## src/rrq_pkg.sv

```systemverilog
// Package for the round-robin ready queue.
// Holds the request and status codes and the default table depth.
// No dependencies.
package rrq_pkg;

    localparam int MAX_PROCS_DEF = 16;
    localparam int PID_W         = 4;
    localparam int STATUS_W      = 2;
    localparam int LEN_W         = 5;

    typedef enum logic [1:0] {
        KIND_INSERT = 2'd0,
        KIND_REMOVE = 2'd1,
        KIND_FETCH  = 2'd2
    } t_kind;

    typedef enum logic [STATUS_W-1:0] {
        ST_OK        = 2'd0,
        ST_EMPTY     = 2'd1,
        ST_NOT_FOUND = 2'd2,
        ST_QUEUED    = 2'd3
    } t_status;

endpackage

```

## src/rrq_ram.sv

```systemverilog
// Generic single-port-write, single-port-read RAM with registered read data.
// Used for the link table of the ready queue. No dependencies.
module rrq_ram #(
    parameter int WIDTH = 4,
    parameter int DEPTH = 16,
    localparam int AW = (DEPTH > 1) ? $clog2(DEPTH) : 1
) (
    input  logic             i_clk,
    input  logic             i_we,
    input  logic [AW-1:0]    i_waddr,
    input  logic [WIDTH-1:0] i_wdata,
    input  logic [AW-1:0]    i_raddr,
    output logic [WIDTH-1:0] o_rdata
);

    logic [WIDTH-1:0] r_mem [DEPTH];
    logic [WIDTH-1:0] r_rdata;

    always_ff @(posedge i_clk) begin
        if (i_we) begin
            r_mem[i_waddr] <= i_wdata;
        end
        r_rdata <= r_mem[i_raddr];
    end

    assign o_rdata = r_rdata;

endmodule

```

## src/round_robin_ready_queue_core.sv

```systemverilog
// Round-robin ready queue of process numbers kept as a linked list.
// Depends on rrq_pkg and on rrq_ram for the link table.
//
//  Channel   Direction  Handshake                Payload
//  request   in         i_in_valid / o_in_stall  i_kind, i_pid
//  result    out        o_out_valid / i_out_stall o_fetched_pid, o_status, o_length
//
// One request is worked at a time; o_in_stall is high from acceptance until the
// result is loaded. Insert, the unused kind, every refused request and a fetch with
// at most one entry queued go straight to S_DONE; other fetches add S_FETCH2, and
// remove adds S_WALK per link ahead of the named process, then S_UNLINK, as the
// link table has a single read port. Reset clears the queue; the link table needs
// no clearing. A stalled result holds and delays the end of the next request.
module round_robin_ready_queue_core
    import rrq_pkg::*;
#(
    parameter int MAX_PROCS = MAX_PROCS_DEF
) (
    input  logic                i_clk,
    input  logic                i_rst_n,
    input  logic                i_in_valid,
    output logic                o_in_stall,
    input  logic [1:0]          i_kind,
    input  logic [PID_W-1:0]    i_pid,
    output logic                o_out_valid,
    input  logic                i_out_stall,
    output logic [PID_W-1:0]    o_fetched_pid,
    output logic [STATUS_W-1:0] o_status,
    output logic [LEN_W-1:0]    o_length
);

    localparam int IW = (MAX_PROCS > 1) ? $clog2(MAX_PROCS) : 1;

    typedef enum logic [5:0] {
        S_IDLE   = 6'b000001,
        S_EXEC   = 6'b000010,
        S_WALK   = 6'b000100,
        S_UNLINK = 6'b001000,
        S_FETCH2 = 6'b010000,
        S_DONE   = 6'b100000
    } t_state;

    t_state r_state, n_state;
    logic [1:0]           r_kind;
    logic [PID_W-1:0]     r_pid;
    logic [MAX_PROCS-1:0] r_queued, n_queued;
    logic [IW-1:0]        r_head, n_head;
    logic [IW-1:0]        r_tail, n_tail;
    logic [LEN_W-1:0]     r_len, n_len;
    logic [IW-1:0]        r_prev, n_prev;
    logic [IW-1:0]        r_cur, n_cur;
    logic                 r_have_prev, n_have_prev;
    logic [PID_W-1:0]     r_res_pid, n_res_pid;
    t_status              r_res_st, n_res_st;
    logic                 r_out_valid;
    logic [PID_W-1:0]     r_out_pid;
    logic [STATUS_W-1:0]  r_out_st;
    logic [LEN_W-1:0]     r_out_len;

    logic          pid_ok;
    logic [IW-1:0] pid_idx;
    logic          pid_queued;
    logic          ram_we;
    logic [IW-1:0] ram_waddr;
    logic [IW-1:0] ram_wdata;
    logic [IW-1:0] ram_raddr;
    logic [IW-1:0] ram_rdata;
    logic          out_load;

    assign pid_ok     = (32'(r_pid) < MAX_PROCS);
    assign pid_idx    = IW'(r_pid);
    assign pid_queued = pid_ok && r_queued[pid_idx];
    assign out_load   = (r_state == S_DONE) && (!r_out_valid || !i_out_stall);

    rrq_ram #(
        .WIDTH(IW),
        .DEPTH(MAX_PROCS)
    ) u_link_ram (
        .i_clk  (i_clk),
        .i_we   (ram_we),
        .i_waddr(ram_waddr),
        .i_wdata(ram_wdata),
        .i_raddr(ram_raddr),
        .o_rdata(ram_rdata)
    );

    always_comb begin
        n_state     = r_state;
        n_queued    = r_queued;
        n_head      = r_head;
        n_tail      = r_tail;
        n_len       = r_len;
        n_prev      = r_prev;
        n_cur       = r_cur;
        n_have_prev = r_have_prev;
        n_res_pid   = r_res_pid;
        n_res_st    = r_res_st;
        ram_we      = 1'b0;
        ram_waddr   = r_tail;
        ram_wdata   = r_head;
        ram_raddr   = r_head;
        unique case (r_state)
            S_IDLE: begin
                if (i_in_valid) begin
                    n_state = S_EXEC;
                end
            end
            S_EXEC: begin
                n_res_pid = '0;
                n_res_st  = ST_OK;
                n_state   = S_DONE;
                unique case (r_kind)
                    KIND_INSERT: begin
                        if (!pid_ok) begin
                            n_res_st = ST_NOT_FOUND;
                        end else if (pid_queued) begin
                            n_res_st = ST_QUEUED;
                        end else begin
                            if (r_len == '0) begin
                                n_head = pid_idx;
                            end else begin
                                ram_we    = 1'b1;
                                ram_waddr = r_tail;
                                ram_wdata = pid_idx;
                            end
                            n_tail            = pid_idx;
                            n_queued[pid_idx] = 1'b1;
                            n_len             = r_len + 1'b1;
                        end
                    end
                    KIND_REMOVE: begin
                        if (!pid_queued) begin
                            n_res_st = ST_NOT_FOUND;
                        end else if (r_head == pid_idx) begin
                            n_have_prev = 1'b0;
                            ram_raddr   = pid_idx;
                            n_state     = S_UNLINK;
                        end else begin
                            n_have_prev = 1'b0;
                            n_cur       = r_head;
                            ram_raddr   = r_head;
                            n_state     = S_WALK;
                        end
                    end
                    KIND_FETCH: begin
                        if (r_len == '0) begin
                            n_res_st = ST_EMPTY;
                        end else begin
                            n_res_pid = PID_W'(r_head);
                            if (r_len != LEN_W'(1)) begin
                                ram_raddr = r_head;
                                ram_we    = 1'b1;
                                ram_waddr = r_tail;
                                ram_wdata = r_head;
                                n_tail    = r_head;
                                n_state   = S_FETCH2;
                            end
                        end
                    end
                    default: begin
                        n_res_st = ST_OK;
                    end
                endcase
            end
            S_WALK: begin
                n_prev      = r_cur;
                n_have_prev = 1'b1;
                n_cur       = ram_rdata;
                ram_raddr   = ram_rdata;
                if (ram_rdata == pid_idx) begin
                    n_state = S_UNLINK;
                end
            end
            S_UNLINK: begin
                if (!r_have_prev) begin
                    n_head = ram_rdata;
                end else begin
                    ram_we    = 1'b1;
                    ram_waddr = r_prev;
                    ram_wdata = ram_rdata;
                end
                if (r_tail == pid_idx) begin
                    n_tail = r_have_prev ? r_prev : '0;
                end
                n_queued[pid_idx] = 1'b0;
                n_len             = r_len - 1'b1;
                if (r_len == LEN_W'(1)) begin
                    n_head = '0;
                    n_tail = '0;
                end
                n_state = S_DONE;
            end
            S_FETCH2: begin
                n_head  = ram_rdata;
                n_state = S_DONE;
            end
            S_DONE: begin
                if (out_load) begin
                    n_state = S_IDLE;
                end
            end
            default: begin
                n_state = S_IDLE;
            end
        endcase
    end

    always_ff @(posedge i_clk) begin
        if (!i_rst_n) begin
            r_state     <= S_IDLE;
            r_queued    <= '0;
            r_head      <= '0;
            r_tail      <= '0;
            r_len       <= '0;
            r_out_valid <= 1'b0;
        end else begin
            r_state  <= n_state;
            r_queued <= n_queued;
            r_head   <= n_head;
            r_tail   <= n_tail;
            r_len    <= n_len;
            if (out_load) begin
                r_out_valid <= 1'b1;
            end else if (!i_out_stall) begin
                r_out_valid <= 1'b0;
            end
        end
    end

    always_ff @(posedge i_clk) begin
        if (r_state == S_IDLE && i_in_valid) begin
            r_kind <= i_kind;
            r_pid  <= i_pid;
        end
        r_prev      <= n_prev;
        r_cur       <= n_cur;
        r_have_prev <= n_have_prev;
        r_res_pid   <= n_res_pid;
        r_res_st    <= n_res_st;
        if (out_load) begin
            r_out_pid <= r_res_pid;
            r_out_st  <= r_res_st;
            r_out_len <= r_len;
        end
    end

    assign o_in_stall    = (r_state != S_IDLE);
    assign o_out_valid   = r_out_valid;
    assign o_fetched_pid = r_out_pid;
    assign o_status      = r_out_st;
    assign o_length      = r_out_len;

endmodule

```

## config.mk

```make
export PLATFORM = sky130hd
export DESIGN_NAME = round_robin_ready_queue_core
export DESIGN_NICKNAME = d
export VERILOG_FILES = /design/src/rrq_pkg.sv /design/src/rrq_ram.sv /design/src/round_robin_ready_queue_core.sv
export SDC_FILE = /design/constraint.sdc
export NUM_CORES = 1
export LEC_CHECK = 0
export ABC_AREA = 1
export BUFFER_PORTS_ARGS = -buffer_cell sky130_fd_sc_hd__buf_4
export CORE_ASPECT_RATIO = 0.8
export CORE_UTILIZATION = 60
export DETAILED_ROUTE_END_ITERATION = 8
export PLACE_DENSITY = 0.79
export SLEW_MARGIN = 20
export SYNTH_ARGS = -nofsm -noshare
export SYNTH_HDL_FRONTEND = slang
export SYNTH_SLANG_ARGS = --single-unit
export TNS_END_PERCENT = 1
```

## constraint.sdc

```tcl
create_clock -name i_clk -period 2.7 [get_ports i_clk]
set_input_delay 0.54 -clock i_clk [delete_from_list [all_inputs] [get_ports i_clk]]
set_output_delay 0.54 -clock i_clk [all_outputs]
set_load 0.005 [all_outputs]
```

==> results of run 1 <==
==> metal layers <==
metal | vias to the layer above | global-route usage
li1 | 2696 | -
met5 | - | 0
met4 | 0 | 0.0816
met1 | 2661 | 0.441
met2 | 334 | 0.438
met3 | 20 | 0.0602
==> logic make-up after synthesis <==
kind of cell | Yosys count | share of synthesized area
flip-flops | 136 | 0.531
buffers and inverters | 163 | 0.0999
XOR/XNOR | 17 | 0.0215
AND/OR/NAND/NOR | 427 | 0.271
AO/OA/AOI/OAI | 71 | 0.0626
adder cells (fa/ha/maj) | 8 | 0.0144
==> where the power goes <==
part	switching (mW)	internal, mW	leakage [nW]	total (mW)
Clock	0.868	1.35	0.270	2.22
Sequential	0.0335	2.25	1.13	2.29
Combinational	0.223	0.103	2.07	0.326
Total	1.12	3.70	3.48	4.83
==> how the worst max path moves through the flow <==
| stage | from | to | cells after the start |
|---|---|---|---|
| after floorplan | pid_idx[0] | u_link_ram.r_mem[0][0] | 13 |
| after CTS | pid_idx[0] | u_link_ram.r_mem[4][1] | 12 |
| after global routing | pid_idx[0] | u_link_ram.r_mem[4][0] | 12 |
| final | pid_idx[0] | u_link_ram.r_mem[4][1] | 12 |
| after global placement | pid_idx[0] | u_link_ram.r_mem[15][0] | 12 |
| after detailed placement | pid_idx[0] | u_link_ram.r_mem[4][3] | 12 |
==> layout make-up <==
class / instances / area [um^2] / share of cell area
flip-flops and latches: 136 / 3680 / 0.473
multi-input cells: 523 / 2560 / 0.329
inverters: 138 / 520 / 0.0669
clock buffers: 19 / 433 / 0.0556
repair buffers: 37 / 278 / 0.0357
well taps: 144 / 180 / 0.0232
clock inverters: 13 / 128 / 0.0164
==> metrics by stage <==
step / area, um^2 / instances / hold WS, ns / setup slack (ns) / total power [mW]
floorplan: 6940 / 822 / 0.400 / 0.609 / 2.54
global placement: 7220 / 978 / 0.404 / 0.387 / 2.63
detailed placement: 7220 / 978 / 0.405 / 0.242 / 2.64
CTS: 7780 / 1010 / 0.294 / 0.237 / 4.83
global route: 7780 / 1010 / 0.291 / 0.0547 / 4.95
finish: 7780 / 1010 / 0.304 / 0.206 / 4.83
==> synth_stat cells, drive strengths merged, types with 6 or more instances <==
| master | number | area, um^2 |
|---|---|---|
| nand2 | 224 | 876 |
| inv | 137 | 517 |
| nor2 | 99 | 419 |
| edfxtp | 96 | 2880 |
| nand3 | 73 | 383 |
| dfxtp | 40 | 801 |
| a21oi | 31 | 159 |
| buf | 19 | 150 |
| nand4 | 19 | 131 |
| o21bai | 16 | 120 |
| o21ai | 15 | 97.6 |
| xor2 | 10 | 87.6 |
| ha | 8 | 100 |
| nor3 | 8 | 40.0 |
| o22ai | 8 | 50.1 |
| xnor2 | 7 | 61.3 |
| clkbuf | 6 | 22.5 |
==> worst max-delay path: stages, from the launching register on <==
cell and delay, ns:
edfxtp_1 0.58, inv_4 0.12, nand2_1 0.09, nand2_1 0.05, nand2_1 0.05, nand2_1 0.05, nand2_1 0.08, nand2_2 0.08
nor2_4 0.16, nand3_4 0.15, o21ai_4 0.30, nand2_2 0.13, nor2_1 0.32
==> results.yml, run 1 <==
hold_path:
  min_path_type: "primary input to flop"
  min_to: "r_kind[0]"
  hold_start: "i_kind[0]"
  hold_depth: 1
clock_network:
  cts.clk_slew.worst_paths_ns: 0.06
  cts_buffers: 17
  postCtsSetupBuffers: 0
  clk_latency_ns: 0.41
  ctsHoldBuffers: 0
  root_buffer: "clkbuf_16"
  cts_resized: 0
  cts_max_path_buffers: 2
  ctsHtreeMaxLevel: 4
  cts_sinks: 136
  tritoncts: "done"
place:
  io_buffer_count: 22
  globalplace.congestion: 0.971
  hpwl_mm: 11.5
drt:
  drt_iter0_drc: 661
  wl_met1_mm: 7.58
  first_pass_iters: 7
  drcViolationCount: 0
  via_per_inst: 5.65
  ant_nets: 0
  top_layer: "met4"
  wl_met2_mm: 7.26
  drt-wirelength-per-cell_um: 16.5
  dr_wl_met3_mm: 1.68
  num_vias: 5711
  wirelength_mm: 16.7
worst_setup_path:
  cp.required_ns: 2.77
  path_max_fanout: 11
  reg2reg_slack_ns: 0.21
  r2r-start: "pid_idx[0]"
  cp-start-kind: "flop"
  arrival_ns: 2.57
  rr_worst_depth: 12
  path_class: "flop to flop"
  crit_path_end_kind: "flop"
  r2r_end: "u_link_ram.r_mem[4][1]"
cells_and_area:
  nFillCells: 809
  nets: 871
  layout_commonest_cell: "nand2_1"
  mostFrequentLayoutCells: "nand2_1, inv_1, edfxtp_1, nor2_1, nand3_1"
  utilization: 0.704
  layout-drive-gt1-share: 0.113
  area_growth_pct: 12.2
  diodes: 0
power_and_ir_drop:
  leakage_nw: 3.48
  ir_drop_v: 0.000423
  powerDensity_nw_per_um2: 621
sta:
  clock.fmax_mhz: 401
  slew_violations: 0
  timing.setup.tns_ns: 0
  finalClockSkew_ns: 0.00889
  period_needed_ns: 2.49
  relSlewSlack: 0.646
  hold_violations: 0
  worst_pin_slew_ns: 0.529
  setup_viol: 0
  rsz0062_at_grt: "no"
  period_share: 0.924
logic_synthesis:
  ys_ff_latch: 136
  yosysWarnings: 0
  synth_edf_count: 96
  synthArstFlopShare: 0
  syn_inst: 822
  synth_cell_types: 39
  avgSynthCellArea_um2: 8.44
  seq_area_frac_synth: 0.531
  syn_nets: 840
  synth_ff_type: "edfxtp_1"
  syn_area_um2: 6940
run:
  max-cap-violations: 0
floorplanning:
  initial_core_util: 0.627
  row_count: 34
  die_width_um: 122
  pin_count: 23
  die_area_um2: 12000
  coreArea_um2: 11100
  die_h_um: 98.2
global_routing:
  grt_pass1_wl_mm: 27.0
  overflow: 0
  grt_use_total: 0.296
  grt_max_degree: 34
  grt_pass1_vias: 5332
  antenna_found_initial: 0
run_status:
  status: "finished, final reports clean"
Note: power is estimated with default switching activity, not from simulation.
==> inputs of run 2 (changes only) <==
--- a/config.mk
+++ b/config.mk
@@ -7,10 +7,12 @@
 export LEC_CHECK = 0
 export ABC_AREA = 1
 export BUFFER_PORTS_ARGS = -buffer_cell sky130_fd_sc_hd__buf_4
-export CORE_ASPECT_RATIO = 0.8
-export CORE_UTILIZATION = 60
+export CELL_PAD_IN_SITES_DETAIL_PLACEMENT = 0
+export CELL_PAD_IN_SITES_GLOBAL_PLACEMENT = 1
+export CORE_ASPECT_RATIO = 1.2
+export CORE_UTILIZATION = 48
 export DETAILED_ROUTE_END_ITERATION = 8
-export PLACE_DENSITY = 0.79
+export PLACE_DENSITY = 0.82
 export SLEW_MARGIN = 20
 export SYNTH_ARGS = -nofsm -noshare
 export SYNTH_HDL_FRONTEND = slang
==> run 2 against run 1 <==
Net effect:
- the run now ends with design-rule violations left
- design area increased by 1.1%
- sequential share of layout area down 0.50 points
- routed wire length down 2.9%
- register-to-register slack gained 0.06 ns
- critical path depth did not move
- power increased by 3.4%
- sequential power about the same
- die area grew 25%
- non-clock buffer count is the same
- largest cell class unchanged
- largest power group is now the clock network
- highest routed layer unchanged
==> results.yml, run 2 (synthesis results as in run 1) <==
cells_and_area:
  utilization: 0.564
  nets: 871
  layout-drive-gt1-share: 0.118
  mostFrequentLayoutCells: "nand2_1, inv_1, edfxtp_1, nor2_1, nand3_1"
  layoutNonFillerInstCount: 1037
  layout_commonest_cell: "nand2_1"
  area_growth_pct: 13.4
  diodes: 0
clock_network:
  postCtsSetupBuffers: 0
  cts_max_path_buffers: 2
  cts_buffers: 17
  root_buffer: "clkbuf_16"
  cts_resized: 0
  cts_sinks: 136
  tritoncts: "done"
  cts.clk_slew.worst_paths_ns: 0.06
  clk_latency_ns: 0.42
  ctsHoldBuffers: 0
  ctsHtreeMaxLevel: 4
power_and_ir_drop:
  ir_drop_v: 0.000578
  powerDensity_nw_per_um2: 635
  p_total_mw: 4.99
  leakage_nw: 3.50
run:
  max-cap-violations: 0
drt:
  via_per_inst: 5.17
  drt_iter0_drc: 303
  num_vias: 5363
  drcViolationCount: 2
  wirelength_mm: 16.2
  drt-wirelength-per-cell_um: 15.6
  ant_nets: 0
  first_pass_iters: 7
global_routing:
  grt_pass1_vias: 5366
  antenna_found_initial: 0
  grt_max_degree: 34
  grt_pass1_wl_mm: 26.6
  grt_use_total: 0.236
  overflow: 0
worst_setup_path:
  path_max_fanout: 15
  arrival_ns: 2.52
  cp.required_ns: 2.79
  cp.depth: 12
  rr_worst_depth: 12
  cp_slowest_cell: "edfxtp_1"
  cp_common_cell: "nand2_1"
  slowest_delay_ns: 0.45
  r2r-start: "pid_idx[0]"
  startpoint: "pid_idx[0]"
  critical_path_buf_inv_count: 1
  crit_chain: "buf_4 -> nand2_1 -> nand2_1 -> nand2_1 -> nand2_1 -> nand2_1 -> nand2_2 -> nor2_4 -> nand3_4 -> o21ai_4 -> nand2_2 -> nor2_1"
  path_class: "flop to flop"
  crit_family: "simple AND/OR/NAND/NOR gates"
  cp-start-kind: "flop"
  crit_path_end_kind: "flop"
floorplanning:
  die_width_um: 112
  pin_count: 23
  coreArea_um2: 13900
  initial_core_util: 0.498
  die_h_um: 134
  die_area_um2: 14900
  row_count: 47
place:
  placed_cells: 1005
  io_buffer_count: 22
  hpwl_mm: 11.9
  globalplace.congestion: 0.922
sta:
  setup_viol: 0
  period_share: 0.903
  relSlewSlack: 0.520
  finalClockSkew_ns: 0.00736
  slew_violations: 0
  hold_ws_ns: 0.292
  clock.fmax_mhz: 410
  rsz0062_at_grt: "no"
  worst_pin_slew_ns: 0.717
  timing.setup.tns_ns: 0
  hold_violations: 0
  period_needed_ns: 2.44
hold_path:
  min_path_type: "primary input to flop"
  hold_depth: 1
  hold_start: "i_kind[0]"
run_status:
  violations: "design-rule violations"
  status: "complete, but fails checks"
[run 2: cell types whose count changed in the layout (fill, tap and decap cells not counted), sizes merged]
cell | before | now
bufinv | 2 | 3
inv | 139 | 144
clkinv | 8 | 4
clkbuf | 19 | 17
[run 2: final cells by class]
class / count / area [um^2]
inverters: 138 / 520
repair buffers: 37 / 278
multi-input cells: 523 / 2560
clock inverters: 15 / 185
fillers: 1254 / 6070
clock buffers: 17 / 425
flip-flops and latches: 136 / 3680
well taps: 171 / 214
[run 2: where the power goes]
group / leakage, nW / internal (mW) / switching [mW]
logic: 2.07 / 0.102 / 0.213
registers: 1.13 / 2.25 / 0.0304
clock network: 0.296 / 1.47 / 0.927
total: 3.50 / 3.82 / 1.17
[run 2: worst paths after layout]
kind	slack (ns)	to
max	0.26	u_link_ram.r_mem[7][3]
min reg2reg	0.42	o_fetched_pid[3]
min	0.29	r_kind[0]
max reg2reg	0.26	u_link_ram.r_mem[7][3]
[run 2: metal layers]
metal,part of all wire,wire (um),GRT usage,vias up
li1,-,-,-,2696
met1,0.40,6430,0.256,2523
met2,0.53,8620,0.437,106
met3,0.033,533,0.0373,38
met4,0.039,630,0.128,0
met5,0,0,0,-
[run 2: stage by stage]
stage	setup WS [ns]	cell area, um^2
after floorplan	0.609	6940
after global placement	0.304	7260
after detailed placement	0.256	7260
after CTS	0.235	7870
after global routing	0.0273	7870
final	0.263	7870
[run 2: worst reg2reg max path: cells and delay by family, from the launching register on]
kind	cells	cell delay (ns)
compound gates	1	0.28
flops	1	0.45
simple gates	10	1.15
buf+inv	1	0.23
==> inputs of run 3 (changes only) <==
==> constraint.sdc (replaced) <==
create_clock -name i_clk -period 2.7 [get_ports i_clk]
set_input_delay 0.135 -clock i_clk [delete_from_list [all_inputs] [get_ports i_clk]]
set_output_delay 0.135 -clock i_clk [all_outputs]
set_load 0.005 [all_outputs]
==> run 3 against run 2 <==
Net effect:
- critical path type unchanged
- critical endpoint is now u_link_ram.r_mem[2][2]
- maximum frequency shrank 0.52%
- clock skew grew 0.0010 ns
- clock power is essentially flat
- the flow still finishes with violations (design-rule violations)
==> results.yml, run 3 (synthesis results as in run 1) <==
worst_setup_path:
  critical_path_buf_inv_count: 1
  cp_slowest_cell: "edfxtp_1"
  r2r_end: "u_link_ram.r_mem[2][2]"
  startpoint: "pid_idx[0]"
  crit_path_end_kind: "flop"
  reg2reg_slack_ns: 0.25
  crit_family: "simple AND/OR/NAND/NOR gates"
  path_max_fanout: 15
  path_class: "flop to flop"
  slowest_delay_ns: 0.45
  cp-start-kind: "flop"
  r2r-start: "pid_idx[0]"
  rr_worst_depth: 12
  crit_chain: "buf_4 -> nand2_1 -> nand2_1 -> nand2_1 -> nand2_1 -> nand2_1 -> nand2_2 -> nor2_4 -> nand3_4 -> o21ai_4 -> nand2_2 -> nor2_1"
  arrival_ns: 2.54
  cp_common_cell: "nand2_1"
  cp.required_ns: 2.79
  cp.depth: 12
clock_network:
  ctsHoldBuffers: 8
  cts_buffers: 17
  clk_latency_ns: 0.42
  root_buffer: "clkbuf_16"
  postCtsSetupBuffers: 0
  cts_sinks: 136
  ctsHtreeMaxLevel: 4
  tritoncts: "done"
  cts_max_path_buffers: 2
  cts_resized: 0
  cts.clk_slew.worst_paths_ns: 0.06
place:
  io_buffer_count: 22
  globalplace.congestion: 0.922
  hpwl_mm: 11.9
global_routing:
  antenna_found_initial: 0
  grt_use_total: 0.236
  grt_pass1_wl_mm: 26.6
  overflow: 0
  grt_max_degree: 34
  grt_pass1_vias: 5391
power_and_ir_drop:
  powerDensity_nw_per_um2: 630
  p_total_mw: 5.00
  ir_drop_v: 0.000576
  leakage_nw: 3.53
floorplanning:
  die_area_um2: 14900
  row_count: 47
  initial_core_util: 0.498
  coreArea_um2: 13900
  die_width_um: 112
  pin_count: 23
  die_h_um: 134
cells_and_area:
  multi_input_area_um2: 2560
  area_growth_pct: 14.6
  mostFrequentLayoutCells: "nand2_1, inv_1, edfxtp_1, nor2_1, nand3_1"
  ff_latch_area_um2: 3680
  layout_commonest_cell: "nand2_1"
  diodes: 0
  nets: 879
  layout-drive-gt1-share: 0.117
  nFillCells: 1249
drt:
  num_vias: 5434
  wirelength_mm: 16.3
  drcViolationCount: 2
  drt_iter0_drc: 314
  ant_nets: 0
  via_per_inst: 5.20
  drt-wirelength-per-cell_um: 15.6
  first_pass_iters: 7
sta:
  timing.setup.tns_ns: 0
  finalClockSkew_ns: 0.00838
  worst_pin_slew_ns: 0.709
  hold_violations: 0
  period_needed_ns: 2.45
  clock.fmax_mhz: 408
  rsz0062_at_grt: "no"
  setup_viol: 0
  relSlewSlack: 0.525
  period_share: 0.907
  slew_violations: 0
run_status:
  status: "complete, but fails checks"
  violations: "design-rule violations"
hold_path:
  hold_depth: 2
  hold_start: "i_rst_n"
  min_to: "r_state[0]"
  min_path_type: "primary input to flop"
run:
  max-cap-violations: 0
## run 3: per-layer routing
metal	wire length, um	share of wire	up-vias	GRT usage
met5	0	0	-	0
met4	659	0.040	0	0.128
met3	428	0.026	42	0.0373
met2	8690	0.53	105	0.437
met1	6510	0.40	2572	0.256
li1	-	-	2715	-
## run 3: layout make-up
cell class / count / area share
Multi-Input combinational cell: 523 / 0.322
Timing Repair Buffer: 45 / 0.0450
Inverter: 138 / 0.0655
Clock buffer: 17 / 0.0535
Clock inverter: 15 / 0.0233
Tap cell: 171 / 0.0269
Sequential cell: 136 / 0.464
## run 3: stage by stage
| step | utilization | hold WS (ns) | cell area [um^2] | std cells | setup slack, ns |
|---|---|---|---|---|---|
| after floorplan | - | 0.234 | 6940 | 822 | 0.609 |
| after detailed placement | 0.521 | 0.315 | 7260 | 1005 | 0.256 |
| after global placement | 0.521 | 0.313 | 7260 | 1005 | 0.304 |
| after global routing | 0.570 | 0.0809 | 7950 | 1045 | 0.0273 |
| final | 0.570 | 0.0545 | 7950 | 1045 | 0.250 |
| after CTS | 0.570 | 0.0408 | 7950 | 1045 | 0.235 |
## run 3: worst max-delay path by stage
stage          slack [ns]                endpoint
5_1_grt              0.03  u_link_ram.r_mem[0][1]
2_1_floorplan        0.61  u_link_ram.r_mem[0][0]
6_report             0.25  u_link_ram.r_mem[2][2]
3_3_place_gp         0.30  u_link_ram.r_mem[2][0]
4_1_cts              0.24  u_link_ram.r_mem[0][1]
3_5_place_dp         0.26  u_link_ram.r_mem[9][3]
## run 3: report_power, final
group	switching, mW	internal, mW
clock	0.927	1.47
sequential	0.0307	2.25
combinational	0.215	0.110
total	1.17	3.83
